<file path="src/hw/rtl/psv_pkg.sv">
`timescale 1ns / 1ps

package psv_pkg;

    localparam int DEF_VOICES      = 8;
    localparam int DEF_SAMPLE_RATE = 48000;
    localparam int DEF_SINE_DEPTH  = 1024;
    localparam int DEF_SOURCES     = 2;

    localparam int NOTE_COUNT = 128;

    // Shared multiplier operand and product widths.
    localparam int MUL_A_W = 33;
    localparam int MUL_B_W = 25;
    localparam int MUL_P_W = MUL_A_W + MUL_B_W;

    // Envelope divider widths.
    localparam int DIV_N_W = 40;
    localparam int DIV_D_W = 16;
    localparam int DIV_Q_W = 24;

    localparam logic [23:0] ENV_FULL  = 24'd8388608;
    localparam logic [15:0] GAIN_FULL = 16'd32768;
    localparam logic [15:0] GAIN_MIN  = 16'd1638;
    localparam logic [14:0] COEFF_MIN = 15'd33;
    localparam logic [14:0] COEFF_MAX = 15'd32440;

    localparam logic [15:0] DEF_ATTACK  = 16'd1757;
    localparam logic [15:0] DEF_DECAY   = 16'd5237;
    localparam logic [23:0] DEF_SUSTAIN = 24'd5200937;
    localparam logic [23:0] DEF_RELEASE = 24'd1173;
    localparam logic [14:0] DEF_COEFF   = 15'd32440;
    localparam logic [15:0] DEF_SCALE   = 16'd26214;
    localparam logic [15:0] DEF_PAN     = 16'd0;
    localparam logic [31:0] DEF_SOURCE  = 32'h8400_2C00;

    localparam logic [31:0] OCTAVE_BASE [12] = '{
        32'd137167144, 32'd145323527, 32'd153964914, 32'd163120144,
        32'd172819772, 32'd183096171, 32'd193983636, 32'd205518503,
        32'd217739269, 32'd230686720, 32'd244404066, 32'd258937088
    };

    localparam logic [63:0] SINE_POLY [5] = '{
        64'd1686629713, 64'd693598668, 64'd85569306, 64'd5026995, 64'd172272
    };

    typedef enum logic [2:0] {
        REG_ATTACK  = 3'd0,
        REG_DECAY   = 3'd1,
        REG_SUSTAIN = 3'd2,
        REG_RELEASE = 3'd3,
        REG_COEFF   = 3'd4,
        REG_SCALE   = 3'd5,
        REG_PAN     = 3'd6,
        REG_SOURCE  = 3'd7
    } t_reg;

    typedef enum logic [1:0] {
        KIND_TICK    = 2'd0,
        KIND_ON      = 2'd1,
        KIND_OFF     = 2'd2,
        KIND_ALL_OFF = 2'd3
    } t_kind;

    typedef enum logic [2:0] {
        W_NONE   = 3'd0,
        W_SINE   = 3'd1,
        W_SAW    = 3'd2,
        W_SQUARE = 3'd3,
        W_TRI    = 3'd4
    } t_wave;

    typedef enum logic [4:0] {
        S_IDLE,
        S_EVT,
        S_SCAN,
        S_START,
        S_V_LOAD,
        S_ENV,
        S_DEC_DIV,
        S_DIV_WAIT,
        S_SIN_A,
        S_SIN_B,
        S_SRC0,
        S_SRC1,
        S_MIX,
        S_FILT_MUL,
        S_FILT,
        S_SCALE,
        S_LVL,
        S_GAIN,
        S_ACC,
        S_V_NEXT,
        S_OUT_L,
        S_OUT_R,
        S_OUT_W
    } t_state;

    typedef struct packed {
        logic               start;
        logic [DIV_N_W-1:0] num;
        logic [DIV_D_W-1:0] den;
    } t_div_req;

    function automatic logic signed [15:0] osc_sample(
        input logic [2:0]         wave,
        input logic [31:0]        ph,
        input logic signed [15:0] sine
    );
        logic [15:0]        u;
        logic signed [18:0] tri_v;
        logic signed [15:0] res;
        u     = ph[31:16];
        tri_v = '0;
        res   = '0;
        case (t_wave'(wave))
            W_SINE:   res = sine;
            W_SAW:    res = signed'(u);
            W_SQUARE: res = (ph <= 32'h8000_0000) ? 16'sd32767 : -16'sd32767;
            W_TRI: begin
                if (u < 16'd16384) begin
                    res = signed'({u[14:0], 1'b0});
                end else if (u < 16'd49152) begin
                    tri_v = 19'sd65536 - signed'({2'b00, u, 1'b0});
                    res = (tri_v > 19'sd32767) ? 16'sd32767 : tri_v[15:0];
                end else begin
                    tri_v = signed'({2'b00, u, 1'b0}) - 19'sd131072;
                    res = tri_v[15:0];
                end
            end
            default:  res = '0;
        endcase
        return res;
    endfunction

    function automatic logic signed [15:0] sat16(input logic signed [40:0] v);
        if (v > 41'sd32767) begin
            return 16'sd32767;
        end else if (v < -41'sd32768) begin
            return -16'sd32768;
        end
        return v[15:0];
    endfunction

endpackage

</file>
<file path="src/hw/rtl/psv_div.sv">
`timescale 1ns / 1ps

module psv_div
    import psv_pkg::*;
(
    input  logic               i_clk,
    input  logic               i_rst_n,
    input  t_div_req           i_req,
    output logic               o_done,
    output logic [DIV_Q_W-1:0] o_quot
);

    // Restoring division, one quotient bit per cycle. The caller guarantees
    // that the quotient fits in DIV_Q_W bits.
    logic               r_busy;
    logic               r_done;
    logic [4:0]         r_cnt;
    logic [DIV_D_W-1:0] r_rem;
    logic [DIV_D_W-1:0] r_den;
    logic [DIV_Q_W-1:0] r_q;
    logic [DIV_D_W:0]   trial;
    logic               ge;

    assign trial = {r_rem, r_q[DIV_Q_W-1]};
    assign ge    = trial >= {1'b0, r_den};

    always_ff @(posedge i_clk) begin
        if (!i_rst_n) begin
            r_busy <= 1'b0;
            r_done <= 1'b0;
            r_cnt  <= '0;
        end else begin
            r_done <= 1'b0;
            if (i_req.start) begin
                r_busy <= 1'b1;
                r_cnt  <= 5'(DIV_Q_W - 1);
            end else if (r_busy) begin
                r_cnt <= r_cnt - 5'd1;
                if (r_cnt == 5'd0) begin
                    r_busy <= 1'b0;
                    r_done <= 1'b1;
                end
            end
        end
    end

    always_ff @(posedge i_clk) begin
        if (i_req.start) begin
            r_rem <= i_req.num[DIV_N_W-1 -: DIV_D_W];
            r_q   <= i_req.num[DIV_Q_W-1:0];
            r_den <= i_req.den;
        end else if (r_busy) begin
            r_rem <= ge ? DIV_D_W'(trial - {1'b0, r_den}) : trial[DIV_D_W-1:0];
            r_q   <= {r_q[DIV_Q_W-2:0], ge};
        end
    end

    assign o_done = r_done;
    assign o_quot = r_q;

endmodule

</file>
<file path="config.mk">
export PLATFORM = sky130hd
export DESIGN_NAME = psv_div
export DESIGN_NICKNAME = d
export VERILOG_FILES = /design/src/hw/rtl/psv_pkg.sv /design/src/hw/rtl/psv_div.sv
export SDC_FILE = /design/constraint.sdc
export NUM_CORES = 1
export LEC_CHECK = 0
export BUFFER_PORTS_ARGS = -buffer_cell sky130_fd_sc_hd__buf_2
export CAP_MARGIN = 20
export CORE_ASPECT_RATIO = 2
export CORE_MARGIN = 5
export CORE_UTILIZATION = 49
export DETAILED_ROUTE_END_ITERATION = 12
export HOLD_SLACK_MARGIN = 0.15
export PLACE_DENSITY = 0.86
export SLEW_MARGIN = 20
export SYNTH_ARGS = -nofsm -noshare
export SYNTH_HDL_FRONTEND = slang
export SYNTH_SLANG_ARGS = --single-unit
</file>
<file path="constraint.sdc">
create_clock -name i_clk -period 2.45 [get_ports i_clk]
set_input_delay 0.735 -clock i_clk [delete_from_list [all_inputs] [get_ports i_clk]]
set_output_delay 0.735 -clock i_clk [all_outputs]
set_load 0.02 [all_outputs]
</file>
Yosys cells after proc, flatten, opt, wreduce, memory -nomap -nowiden --
Cells that the tools add are included.
Word-level totals: bits in registers 63, output and inout port bits 25, input port bits 59, word-level logic and storage cells 27
Cells by class: bitwise logic cells 2, $add $sub $neg 2, multiplexer cells 11, magnitude comparators 1, reduce and logical (&&, ||, !) cells 4
Operators with widths (number):
- $mux 16 | 3
- $mux 24 | 2
- $ge 17x16->1 | 1
- $sub 16x16->16 | 1
- $mux 5 | 2
- $logic_not 5->1 | 1
- $sub 5x1->5 const B | 1
- $mux 1 | 4
- $reduce_or 3->1 | 1
- $not 1->1 | 2
- $reduce_bool 2->1 | 1
- $reduce_or 2->1 | 1

Depth between registers and ports, before layout --
word-level depth 4, mapped depth 10

Worst setup path before layout --
Ideal clock, no wire load.
path type register -> register, start point reg r_q[23] (netlist: o_quot[23]), end point reg r_rem[10], data pin, path slack -233 ps, library setup time 261 ps, clock period less this slack 2683 ps, arrival time 2422 ps, required time 2189 ps, stages on the path, launching flop included 11, cells stage by stage edfxtp_1 -> inv_1 -> ha_1 -> inv_1 -> fa_1 -> a21o_1 -> a221oi_2 -> o21ai_1 -> xnor2_1 -> nor4_1 -> a311o_1
Between the ends: longest elaborated chain between the ends 4
RTL lines:
- from (decl) | RTL line psv_div.sv:20 | logic [DIV_Q_W-1:0] r_q;
- from (signal assigned) | RTL line psv_div.sv:50 | r_q <= i_req.num[DIV_Q_W-1:0];
- from (signal assigned) | RTL line psv_div.sv:54 | r_q <= {r_q[DIV_Q_W-2:0], ge};
- $sub 16x16->16 or $ge 17x16->1 (tied branches) | RTL line psv_div.sv:53, psv_div.sv:25
- $mux 16 (*) | RTL line psv_div.sv:53 | r_rem <= ge ? DIV_D_W'(trial - {1'b0, r_den}) : trial[DIV_D_W-1:0];
- $mux 16 (*) | RTL line psv_div.sv:52 | end else if (r_busy) begin
- $mux 16 (*) | RTL line psv_div.sv:48 | if (i_req.start) begin
- to (signal assigned) | RTL line psv_div.sv:49 | r_rem <= i_req.num[DIV_N_W-1 -: DIV_D_W];
- to (signal assigned) | RTL line psv_div.sv:53
- to (decl) | RTL line psv_div.sv:18 | logic [DIV_D_W-1:0] r_rem;
Every way passes the cells marked *; elsewhere a longest branch is shown, timed or not. The select of a mux whose other input is x is not followed. A chain may end at the register's enable or synchronous reset.

Worst setup path after layout --
Ends and elaborated chain as after synthesis.

==> summary.md <==
| Metric | Value |
|---|---|
| Final wirelength | `about 9.5 mm` |
| FP Rows | `45` |
| Core area | `approximately 0.0075 mm²` |
| Final Hold Fails | `0` |
| Placer congestion estimate | `0.921` |
| Critical Path RT | `~2.5 ns` |
| Max stage delay on crit path | `roughly 0.4 ns` |
| Critical path class | `reg2reg` |
| Crit-path cells | `inv_2 > ha_4 > inv_2 > fa_2 > a21o_1 > a221oi_4 > o21ai_2 > xnor2_1 > nor4_1 > a311o_1` |
| Count leader, synth | `edfxtp_1` |
| Post-synth net total | `between 400 and 500` |
| TritonCTS buffer count | `9` |
| GRT Overall Usage | `~20%` |
| CP max FO | `4` |
| Port buffer count | `just over 80` |
| Yosys top cell by area | `edfxtp_1` |
| Rel. slew slack | `between 30 and 40%` |
| Post-Layout Cell Count | `544` |
| Synth cell count leaders | `edfxtp_1, mux2_2, inv_1, ha_1, nor2_1` |
| Initial Util | `approximately half` |
| Clock net sink count | `63` |
| Crit-path most repeated cell | `inv_2` |
| Cell area after layout | `around 0.0050 mm²` |
| Startpoint types | `flip-flop` |
| Max VDD drop | `between 0.7 and 0.8 mV` |
| Crit path max-delay family | `compound AO/OA/AOI/OAI gates` |
| Critical Path End Type | `flip-flop` |
| Final ANT Viol Nets | `0` |
| Io pins | `84` |
| Vias after detailed routing | `roughly 3000` |
| Post-synth top area share | `45.3%` |
| Number of remaining DRC errors | `0` |
| CTS Buffer Depth | `2` |
| Highest-delay cell along the critical path | `edfxtp_1` |
| Final-stage net count | `523` |
| # setup viols final | `3` |
| Number of synthesized flops with an enable pin | `between 50 and 60` |
| First-pass GRT wire length | `14.9 mm` |
| Reg2reg setup slack | `-0.02 ns` |
| Root Driver | `clkbuf_16` |
| Lkg Pwr | `2.10 nW` |
| Synth cell types | `63` |
| Synthesized flop and latch total | `63` |
| Initial DRT Pass Iterations | `5` |
| Routed wire per std cell | `17.5 µm` |
| Die X-Extent | `between 70 and 80 µm` |
| Final Max Tran Viols | `0` |
| Placed Area | `between 0.004 and 0.005 mm²` |
| Die area | `0.00953 mm²` |
| Max Cap Violations | `0` |
| Die Y | `roughly 130 µm` |
| Setup WS post-layout | `-0.0198 ns` |
| Gate Count Post-Synth | `324` |
| DP Cell Count | `roughly 520` |
| DP Wirelength | `6.42 mm` |
| Hold_buf cts | `0` |
| Ys Warns | `0` |
| Slew @ Worst Pin | `0.999 ns` |
| Ys async rst share | `0%` |
| Reg clk slew, reported paths | `~0.06 ns` |
| Initial antenna violation count | `0` |
| Synth area leaders | `edfxtp_1, mux2_2, ha_1` |
| Clk Latency, worst-skew pair | `~0.33 ns` |
| Buffer and inverter count on the worst path | `2` |
| Failing checks | `negative setup slack` |
| Power Density | `1020 mW/mm²` |
| Pwr Total | `between 5 and 6 mW` |
| Sequential area share after synthesis | `49.1%` |
| Crit path DAT | `2.54 ns` |
| RSZ-0062 raised after global routing | `yes` |
| Cell Area, Synth | `about 0.0037 mm²` |
| Syn_area_per_cell | `11.5 µm²` |
| Share of cells above drive strength 1 | `between 40% and 50%` |
| Crit path time final | `2.47 ns` |
| Min-delay worst type | `reg2reg` |
| Skew final | `slightly above 0.006 ns` |
| Peak Freq | `0.405 GHz` |
| H-tree levels | `3` |
| Fin util | `roughly 67%` |
| Area delta synth->final | `34.5%` |
| Main synth FF type | `edfxtp_1` |
| Inserted Diodes | `0` |
| Vias in the first global route | `3113` |
| Period utilization | `101%` |
| DR iter-0 viols | `between 200 and 300` |
| Pin count of the biggest net entering global routing | `60` |
| Vias per cell | `5.63` |
| Final setup TNS | `-0.0391 ns` |
| CTS tree | `built` |
| Global route overflow | `0` |
| Status | `finished with violations` |
## power by group
part / leakage (nW) / switching, mW / total, mW / internal [mW]
sequential: 0.616 / 0.120 / 1.52 / 1.40
clock: 0.135 / 0.468 / 1.26 / 0.792
combinational: 1.35 / 1.21 / 2.31 / 1.10
## registers in the layout (all words and copies together), names as in the netlist
| register | cells |
|---|---|
| r_cnt | 5 |
| r_busy | 1 |
| r_den | 16 |
| o_done | 1 |
| o_quot | 24 |
| r_rem | 16 |
## cell type report
class,instances,area [µm²]
fill,557,2490
multi-input combinational,222,1890
sequential,63,1820
inverter,24,90.1
clock inverter,6,70.1
tap,94,118
clock buffer,10,229
timing repair buffer,125,774
## through the flow
| step | hold WS (ns) | setup slack [ns] |
|---|---|---|
| final | 0.571 | -0.0198 |
| after global routing | 0.575 | -0.129 |
| after CTS | 0.560 | 0.00356 |
| after detailed placement | 0.546 | -0.0486 |
| after global placement | 0.538 | 0.00767 |
| after floorplan | 0.520 | -0.0373 |
## cells in the final DEF (no fill, tap or decap), types with 7 or more instances in the layout
master and n:
buf_2 83, edfxtp_1 56, buf_4 35, mux2_2 23, inv_1 18, nor2_1 17
nand2_1 14, ha_1 12, nand3_1 10, a21oi_1 10, clkbuf_16 9, a21o_1 7
o21ai_2 7, a31oi_1 7, o21ai_0 7, dfxtp_1 7
## kinds of logic (layout without fill, tap and decap cells)
family,count (synthesis),count (layout),share of synthesized area (%)
compound gates,80,80,16.4
xor+xnor,12,12,2.83
fa+ha+maj,19,19,6.60
buf+inv,39,165,5.26
flops,63,63,49.1
mux,25,25,7.55
simple gates,86,86,12.3
## per-layer routing
layer  global-route usage [%]  part of all wire, %
met4                     6.38                  1.9
met3                     4.98                  8.4
met5                        0                    0
met1                     24.5                   38
met2                     33.5                   52
## worst reg2reg max path, cell delays in order, from the launching register on
cell      delay [ns]
edfxtp_1        0.40
inv_2           0.09
ha_4            0.13
inv_2           0.04
fa_2            0.37
a21o_1          0.21
a221oi_4        0.37
o21ai_2         0.12
xnor2_1         0.15
nor4_1          0.07
a311o_1         0.28
## worst paths after layout
kind | start | to | cells past startpoint
hold / removal | r_cnt[4] | o_done | 2
setup / recovery | o_quot[23] | r_rem[10] | 10
setup reg to reg | o_quot[23] | r_rem[10] | 10
hold reg to reg | r_cnt[4] | o_done | 2
## repair_timing
item	in CTS	in global routing
setup buffers	8	5
pin swaps	9	12
endpoints found under the hold margin	0	0
endpoints found under the setup margin	15	17
gates resized for setup	17	19
cloned	0	0
Note: power is estimated with default switching activity, not from simulation.
