<file path="config.mk">
export PLATFORM = sky130hd
export DESIGN_NAME = psv_mul
export DESIGN_NICKNAME = d
export VERILOG_FILES = /design/src/hw/rtl/psv_pkg.sv /design/src/hw/rtl/psv_mul.sv
export SDC_FILE = /design/constraint.sdc
export NUM_CORES = 2
export LEC_CHECK = 0
export BUFFER_PORTS_ARGS = -buffer_cell sky130_fd_sc_hd__buf_4
export CAP_MARGIN = 0
export CORE_ASPECT_RATIO = 1.1
export CORE_MARGIN = 3
export CORE_UTILIZATION = 25
export DETAILED_ROUTE_END_ITERATION = 10
export GPL_TIMING_DRIVEN = 0
export HOLD_SLACK_MARGIN = 0.1
export PLACE_DENSITY = 0.39
export SLEW_MARGIN = 20
export SYNTH_ARGS = -nofsm -noshare
export SYNTH_HDL_FRONTEND = slang
export SYNTH_SLANG_ARGS = --single-unit
</file>
<file path="constraint.sdc">
create_clock -name i_clk -period 11.4 [get_ports i_clk]
set_clock_uncertainty 0.1 [all_clocks]
set_input_delay 2.85 -clock i_clk [delete_from_list [all_inputs] [get_ports i_clk]]
set_output_delay 2.85 -clock i_clk [all_outputs]
set_load 0.01 [all_outputs]
</file>
<file path="src/hw/rtl/psv_pkg.sv">
`timescale 1ns / 1ps

package psv_pkg;

    localparam int DEF_VOICES      = 8;
    localparam int DEF_SAMPLE_RATE = 48000;
    localparam int DEF_SINE_DEPTH  = 1024;
    localparam int DEF_SOURCES     = 2;

    localparam int NOTE_COUNT = 128;

    // Shared multiplier operand and product widths.
    localparam int MUL_A_W = 33;
    localparam int MUL_B_W = 25;
    localparam int MUL_P_W = MUL_A_W + MUL_B_W;

    // Envelope divider widths.
    localparam int DIV_N_W = 40;
    localparam int DIV_D_W = 16;
    localparam int DIV_Q_W = 24;

    localparam logic [23:0] ENV_FULL  = 24'd8388608;
    localparam logic [15:0] GAIN_FULL = 16'd32768;
    localparam logic [15:0] GAIN_MIN  = 16'd1638;
    localparam logic [14:0] COEFF_MIN = 15'd33;
    localparam logic [14:0] COEFF_MAX = 15'd32440;

    localparam logic [15:0] DEF_ATTACK  = 16'd1757;
    localparam logic [15:0] DEF_DECAY   = 16'd5237;
    localparam logic [23:0] DEF_SUSTAIN = 24'd5200937;
    localparam logic [23:0] DEF_RELEASE = 24'd1173;
    localparam logic [14:0] DEF_COEFF   = 15'd32440;
    localparam logic [15:0] DEF_SCALE   = 16'd26214;
    localparam logic [15:0] DEF_PAN     = 16'd0;
    localparam logic [31:0] DEF_SOURCE  = 32'h8400_2C00;

    localparam logic [31:0] OCTAVE_BASE [12] = '{
        32'd137167144, 32'd145323527, 32'd153964914, 32'd163120144,
        32'd172819772, 32'd183096171, 32'd193983636, 32'd205518503,
        32'd217739269, 32'd230686720, 32'd244404066, 32'd258937088
    };

    localparam logic [63:0] SINE_POLY [5] = '{
        64'd1686629713, 64'd693598668, 64'd85569306, 64'd5026995, 64'd172272
    };

    typedef enum logic [2:0] {
        REG_ATTACK  = 3'd0,
        REG_DECAY   = 3'd1,
        REG_SUSTAIN = 3'd2,
        REG_RELEASE = 3'd3,
        REG_COEFF   = 3'd4,
        REG_SCALE   = 3'd5,
        REG_PAN     = 3'd6,
        REG_SOURCE  = 3'd7
    } t_reg;

    typedef enum logic [1:0] {
        KIND_TICK    = 2'd0,
        KIND_ON      = 2'd1,
        KIND_OFF     = 2'd2,
        KIND_ALL_OFF = 2'd3
    } t_kind;

    typedef enum logic [2:0] {
        W_NONE   = 3'd0,
        W_SINE   = 3'd1,
        W_SAW    = 3'd2,
        W_SQUARE = 3'd3,
        W_TRI    = 3'd4
    } t_wave;

    typedef enum logic [4:0] {
        S_IDLE,
        S_EVT,
        S_SCAN,
        S_START,
        S_V_LOAD,
        S_ENV,
        S_DEC_DIV,
        S_DIV_WAIT,
        S_SIN_A,
        S_SIN_B,
        S_SRC0,
        S_SRC1,
        S_MIX,
        S_FILT_MUL,
        S_FILT,
        S_SCALE,
        S_LVL,
        S_GAIN,
        S_ACC,
        S_V_NEXT,
        S_OUT_L,
        S_OUT_R,
        S_OUT_W
    } t_state;

    typedef struct packed {
        logic               start;
        logic [DIV_N_W-1:0] num;
        logic [DIV_D_W-1:0] den;
    } t_div_req;

    function automatic logic signed [15:0] osc_sample(
        input logic [2:0]         wave,
        input logic [31:0]        ph,
        input logic signed [15:0] sine
    );
        logic [15:0]        u;
        logic signed [18:0] tri_v;
        logic signed [15:0] res;
        u     = ph[31:16];
        tri_v = '0;
        res   = '0;
        case (t_wave'(wave))
            W_SINE:   res = sine;
            W_SAW:    res = signed'(u);
            W_SQUARE: res = (ph <= 32'h8000_0000) ? 16'sd32767 : -16'sd32767;
            W_TRI: begin
                if (u < 16'd16384) begin
                    res = signed'({u[14:0], 1'b0});
                end else if (u < 16'd49152) begin
                    tri_v = 19'sd65536 - signed'({2'b00, u, 1'b0});
                    res = (tri_v > 19'sd32767) ? 16'sd32767 : tri_v[15:0];
                end else begin
                    tri_v = signed'({2'b00, u, 1'b0}) - 19'sd131072;
                    res = tri_v[15:0];
                end
            end
            default:  res = '0;
        endcase
        return res;
    endfunction

    function automatic logic signed [15:0] sat16(input logic signed [40:0] v);
        if (v > 41'sd32767) begin
            return 16'sd32767;
        end else if (v < -41'sd32768) begin
            return -16'sd32768;
        end
        return v[15:0];
    endfunction

endpackage

</file>
<file path="src/hw/rtl/psv_mul.sv">
`timescale 1ns / 1ps

module psv_mul
    import psv_pkg::*;
(
    input  logic                      i_clk,
    input  logic signed [MUL_A_W-1:0] i_a,
    input  logic signed [MUL_B_W-1:0] i_b,
    output logic signed [MUL_P_W-1:0] o_p
);

    logic signed [MUL_P_W-1:0] r_p;

    always_ff @(posedge i_clk) begin
        r_p <= i_a * i_b;
    end

    assign o_p = r_p;

endmodule

</file>
# After elaboration in Yosys (flattened, before gate mapping)
# Cells that the tools add are included.
[totals]
regBits = 58
latch_bits = 0
ramBits = 0
romBits = 0
in_bits = 59
mem_count = 0
[classes]
n_addsub = 0
mul = 1
div_mod_pow = 0
magnitude_cmp = 0
eq_ne = 0
shifts = 0
mux = 0
bitwise_logic = 0
reduce_logical = 0
[op_table]
columns = ["op", "count"]
rows = [
  ["multiplier 33 x 25 -> 58 bit", 1],
]

# Logic depth before layout (Yosys ltp)
[depth]
depth_word = 1
ltp_mapped = 27
ltp_nobuf = 25

# Worst setup path before layout
# No wires, ideal clock.
[synth_path]
path_kind = "input -> register"
startpoint = "in i_a[32]"
endpoint = "reg r_p[57], in the netlist o_p[57]"
arrival_ps = 9102
slack_ps = 2055
cell_stages = 21
path_cell_list = "clkbuf_1 -> nand2_1 -> inv_1 -> fa_1 -> fa_1 -> inv_1 -> fa_1 -> inv_1 -> fa_1 -> fa_1 -> fa_1 -> fa_1 -> ha_1 -> clkbuf_8 -> a21o_1 -> a21o_1 -> a21o_1 -> a21o_1 -> and3_1 -> a21oi_1 -> o211ai_1"
[synth_via]
elab_chain_len = 1
[synth_lines]
columns = ["element", "line_no", "text"]
rows = [
  ["start, declared", "psv_mul.sv:7", "input logic signed [MUL_A_W-1:0] i_a,"],
  ["multiplier 33 x 25 -> 58 bit", "psv_mul.sv:15", "r_p <= i_a * i_b;"],
  ["end signal, assigned", "psv_mul.sv:15", ""],
  ["end, declared", "psv_mul.sv:12", "logic signed [MUL_P_W-1:0] r_p;"],
]
# No other way between the ends.

# Worst setup path after layout
[layout_path]
startpoint = "in i_a[19]"
endpoint = "reg r_p[57], in the netlist o_p[57]"
# The elaborated chain is that of the path after synthesis.

==> metrics.md <==
| Metric | Value |
|---|---|
| Portion of netlist area occupied by mux cells | `0` |
| Wire length of the first global-routing pass | `172000 um` |
| Synthesized-area fraction occupied by ao, oa, aoi and oai cells | `0.04424` |
| Slowest cell delay on critical path | `0.87 ns` |
| Max-slew headroom | `0.2025` |
| Cells after Synth | `3208` |
| Main combinational cell family by area after synthesis | `adder cells` |
| Pre-CTS setup slack | `0.04512 ns` |
| Setup CP Type | `in2reg` |
| Number of ports placed on the die boundary | `117` |
| Ranking of synthesized cells by area | `sky130_fd_sc_hd__fa_1 (56%), sky130_fd_sc_hd__inv_1 (9.8%), sky130_fd_sc_hd__and2_1 (8.5%)` |
| Actual slew at the worst max-slew pin | `1.196 ns` |
| Count of unique library cells instantiated by Yosys | `60` |
| Flip-flop count of the largest register, all copies and words added | `58` |
| Post-CTS repair timing setup buffer count | `0` |
| Yosys warns | `0` |
| Post-route core utilization | `0.2787` |
| Number of flops mapped to enable cells by yosys | `0` |
| GRT Total Usage | `0.1946` |
| Synth Flop Type | `sky130_fd_sc_hd__dfxtp_1` |
| Number of clock sinks | `58` |
| Resize count post-CTS | `0` |
| Final setup violation count | `0` |
| Non-filler instance count after layout | `4901` |
| Critical path endpoint category | `register` |
| Core box area | `119600 um^2` |
| Hold buffer count at cts | `0` |
| Synthesized cell area | `30200 um^2` |
| Placement Cell Area | `33020 um^2` |
| Unrepaired setup endpoints after global routing | `false` |
| Critical path depth in cells | `25` |
| Overall die area | `125000 um^2` |
| Launch point of the worst hold path | `i_a[0]` |
| Post-detailed-route via-to-cell ratio | `4.494` |
| Final worst path period share | `0.9724` |
| Total wire length after detailed routing | `119100 um` |
| Initial antenna violation count | `13` |
| Peak clock frequency supported by timing | `90.21 MHz` |
| Number of vias in the routed layout | `22023` |
| Number of buffer cells added on primary ports | `116` |
| Pin count of the biggest net entering global routing | `14` |
| Initial core utilization | `0.2524` |
| Horiz. Die Dim | `337.4 um` |
| Crit path top cell by count | `sky130_fd_sc_hd__fa_1` |
| Final layout net count | `4393` |
| Crit path to | `o_p[57]$_DFF_P_` |
| Mapped Avg Cell Area | `9.415 um^2` |
| Placed Cells incl. Taps | `4876` |
| Critical path launch point | `i_a[19]` |
| Overflow left after global routing | `0` |
| Library cell with the largest summed area after synthesis | `sky130_fd_sc_hd__fa_1` |
| Critical-path maximum fanout | `10` |
| Final worst slack | `0.3144 ns` |
| Data arrival time of the critical path | `11.20 ns` |
| Max Buffers Root-to-Sink | `2` |
| Global placement routability congestion | `0.9108` |
| Final Slew Violations | `0` |
| Area Overhead vs Synth | `10.41%` |
| CP delay by family, top | `adder cells` |
| Proportion of synthesized chip area in sequential cells | `0.03844` |
| Final instance area | `33350 um^2` |
| Standard cell with the maximum stage delay on the critical path | `sky130_fd_sc_hd__clkbuf_1` |
| Final Critical Period | `11.09 ns` |
| Hold Crit Class | `in2reg` |
| Layout cells sized above 1 | `0.04790` |
| Required time of the critical path | `11.51 ns` |
| Routed length per placed instance | `24.31 um` |
| Share of Yosys cell area claimed by the top area cell type | `0.5581` |
| Share of synthesized registers carrying an async set or reset | `0` |
| Final ANT Viol Nets | `0` |
| Count of standard-cell rows | `133` |
| Clock tree from TritonCTS | `done` |
| Number of remaining DRC errors | `0` |
| Clock root buffer | `sky130_fd_sc_hd__clkbuf_16` |
| Initial DRC Count | `1005` |
| Net Count, Synth | `4266` |
| Number of buffers added by the clock tree synthesis step | `9` |
| Final HPWL DP | `102400 um` |
| Total buffers and inverters traversed by the critical path | `7` |
| Number of iterations in the first detailed-routing pass | `5` |
| Die extent in y | `370.6 um` |
| Post-Synth XOR/XNOR Area | `0.01711` |
| Number of inserted filler cells in the final layout | `13019` |
| Outcome | `completed` |
| Vias in the first global route | `24666` |
| Hold Vio Cnt, Final | `0` |
| Post-synthesis sequential element count | `58` |
| Maximum Capacitance Violations | `0` |
| Post-synthesis adder-cell area fraction | `0.6231` |
| Simple-gate portion of the synthesized area | `0.1578` |
| Clock transition at path regs | `0.06 ns` |
| CP Launch Type | `input port` |
| Number of levels the H-tree was split into | `3` |
## metrics by stage
stage                     hold WS, ns   TNS, ns
final                           2.836         0
after global routing            2.830         0
after CTS                       2.814         0
after detailed placement        3.141         0
after global placement          3.141  -0.03989
after floorplan                 2.877         0
## synth_stat cells, drive strengths merged, types with 2 or more instances
cell type    n
a31o         2
o21ai       32
nor3b        3
and2       410
nor2b        5
fa         842
o211ai       9
nand2      416
ha         157
o211a        2
o21a         6
a211oi       9
nor4         3
xor2        15
a21boi       2
nor3         6
inv        785
a221oi       2
o31ai        3
a21oi       51
a311oi       2
a211o        3
clkbuf     153
a31oi       12
o21bai      15
nor2        57
or3          2
nand2b      11
nand4       15
buf          5
xnor2       44
o2111ai      2
a21o        36
nand3       16
dfxtp       58
and3         8
## cell families (layout without fill, tap and decap cells)
| group | count (synthesis) | in the layout |
|---|---|---|
| buf+inv | 944 | 1076 |
| compound gates | 194 | 194 |
| fa+ha+maj | 999 | 999 |
| simple gates | 954 | 954 |
| flops | 58 | 58 |
| other cells | 0 | 9 |
| xor+xnor | 59 | 59 |
## worst min-delay path by stage
| stage | slack, ns | to | cells past startpoint |
|---|---|---|---|
| 6_report | 2.84 | o_p[0]$_DFF_P_ | 2 |
| 5_1_grt | 2.83 | o_p[0]$_DFF_P_ | 2 |
| 4_1_cts | 2.81 | o_p[0]$_DFF_P_ | 2 |
| 3_5_place_dp | 3.14 | o_p[16] | 1 |
| 3_3_place_gp | 3.14 | o_p[19] | 1 |
| 2_1_floorplan | 2.88 | o_p[0]$_DFF_P_ | 1 |
## layout make-up
| cell class | instances | area, um^2 | area share |
|---|---|---|---|
| Tap cell | 1552 | 1942 | 0.05823 |
| Antenna cell | 9 | 22.52 | 0.0006754 |
| Timing Repair Buffer | 116 | 870.8 | 0.02611 |
| Sequential cell | 58 | 1161 | 0.03482 |
| Inverter | 786 | 2950 | 0.08847 |
| Clock buffer | 11 | 252.7 | 0.007579 |
| Buffer | 158 | 654.4 | 0.01962 |
| Multi-Input combinational cell | 2206 | 25440 | 0.7629 |
| Clock inverter | 5 | 52.55 | 0.001576 |
## routing by layer
metal / global-route usage / wire, um / part of all wire / up-vias
met5: 0 / 11 / 0.000092 / -
met4: 0.07562 / 5661 / 0.048 / 2
met3: 0.02341 / 5106 / 0.043 / 147
met2: 0.3558 / 62450 / 0.52 / 484
met1: 0.2308 / 45900 / 0.39 / 11901
li1: - / - / - / 9489
## cell usage in the layout, fill, tap and decap left out, types with 5 or more instances in the layout
| master | n |
|---|---|
| sky130_fd_sc_hd__a211oi_1 | 8 |
| sky130_fd_sc_hd__a21o_1 | 34 |
| sky130_fd_sc_hd__a21oi_1 | 51 |
| sky130_fd_sc_hd__a31oi_1 | 10 |
| sky130_fd_sc_hd__and2_1 | 409 |
| sky130_fd_sc_hd__and3_1 | 8 |
| sky130_fd_sc_hd__buf_4 | 117 |
| sky130_fd_sc_hd__clkbuf_1 | 146 |
| sky130_fd_sc_hd__clkbuf_16 | 9 |
| sky130_fd_sc_hd__clkbuf_8 | 6 |
| sky130_fd_sc_hd__dfxtp_1 | 58 |
| sky130_fd_sc_hd__diode_2 | 9 |
| sky130_fd_sc_hd__fa_1 | 842 |
| sky130_fd_sc_hd__ha_1 | 157 |
| sky130_fd_sc_hd__inv_1 | 785 |
| sky130_fd_sc_hd__nand2_1 | 416 |
| sky130_fd_sc_hd__nand2b_1 | 11 |
| sky130_fd_sc_hd__nand3_1 | 16 |
| sky130_fd_sc_hd__nand4_1 | 15 |
| sky130_fd_sc_hd__nor2_1 | 57 |
| sky130_fd_sc_hd__nor2b_1 | 5 |
| sky130_fd_sc_hd__nor3_1 | 6 |
| sky130_fd_sc_hd__o211ai_1 | 7 |
| sky130_fd_sc_hd__o21a_1 | 5 |
| sky130_fd_sc_hd__o21ai_0 | 28 |
| sky130_fd_sc_hd__o21bai_1 | 15 |
| sky130_fd_sc_hd__xnor2_1 | 44 |
| sky130_fd_sc_hd__xor2_1 | 15 |
Power is left out: the tool's default activity adds up to more than one toggle a clock period on the data nets, which glitch-free logic cannot reach.
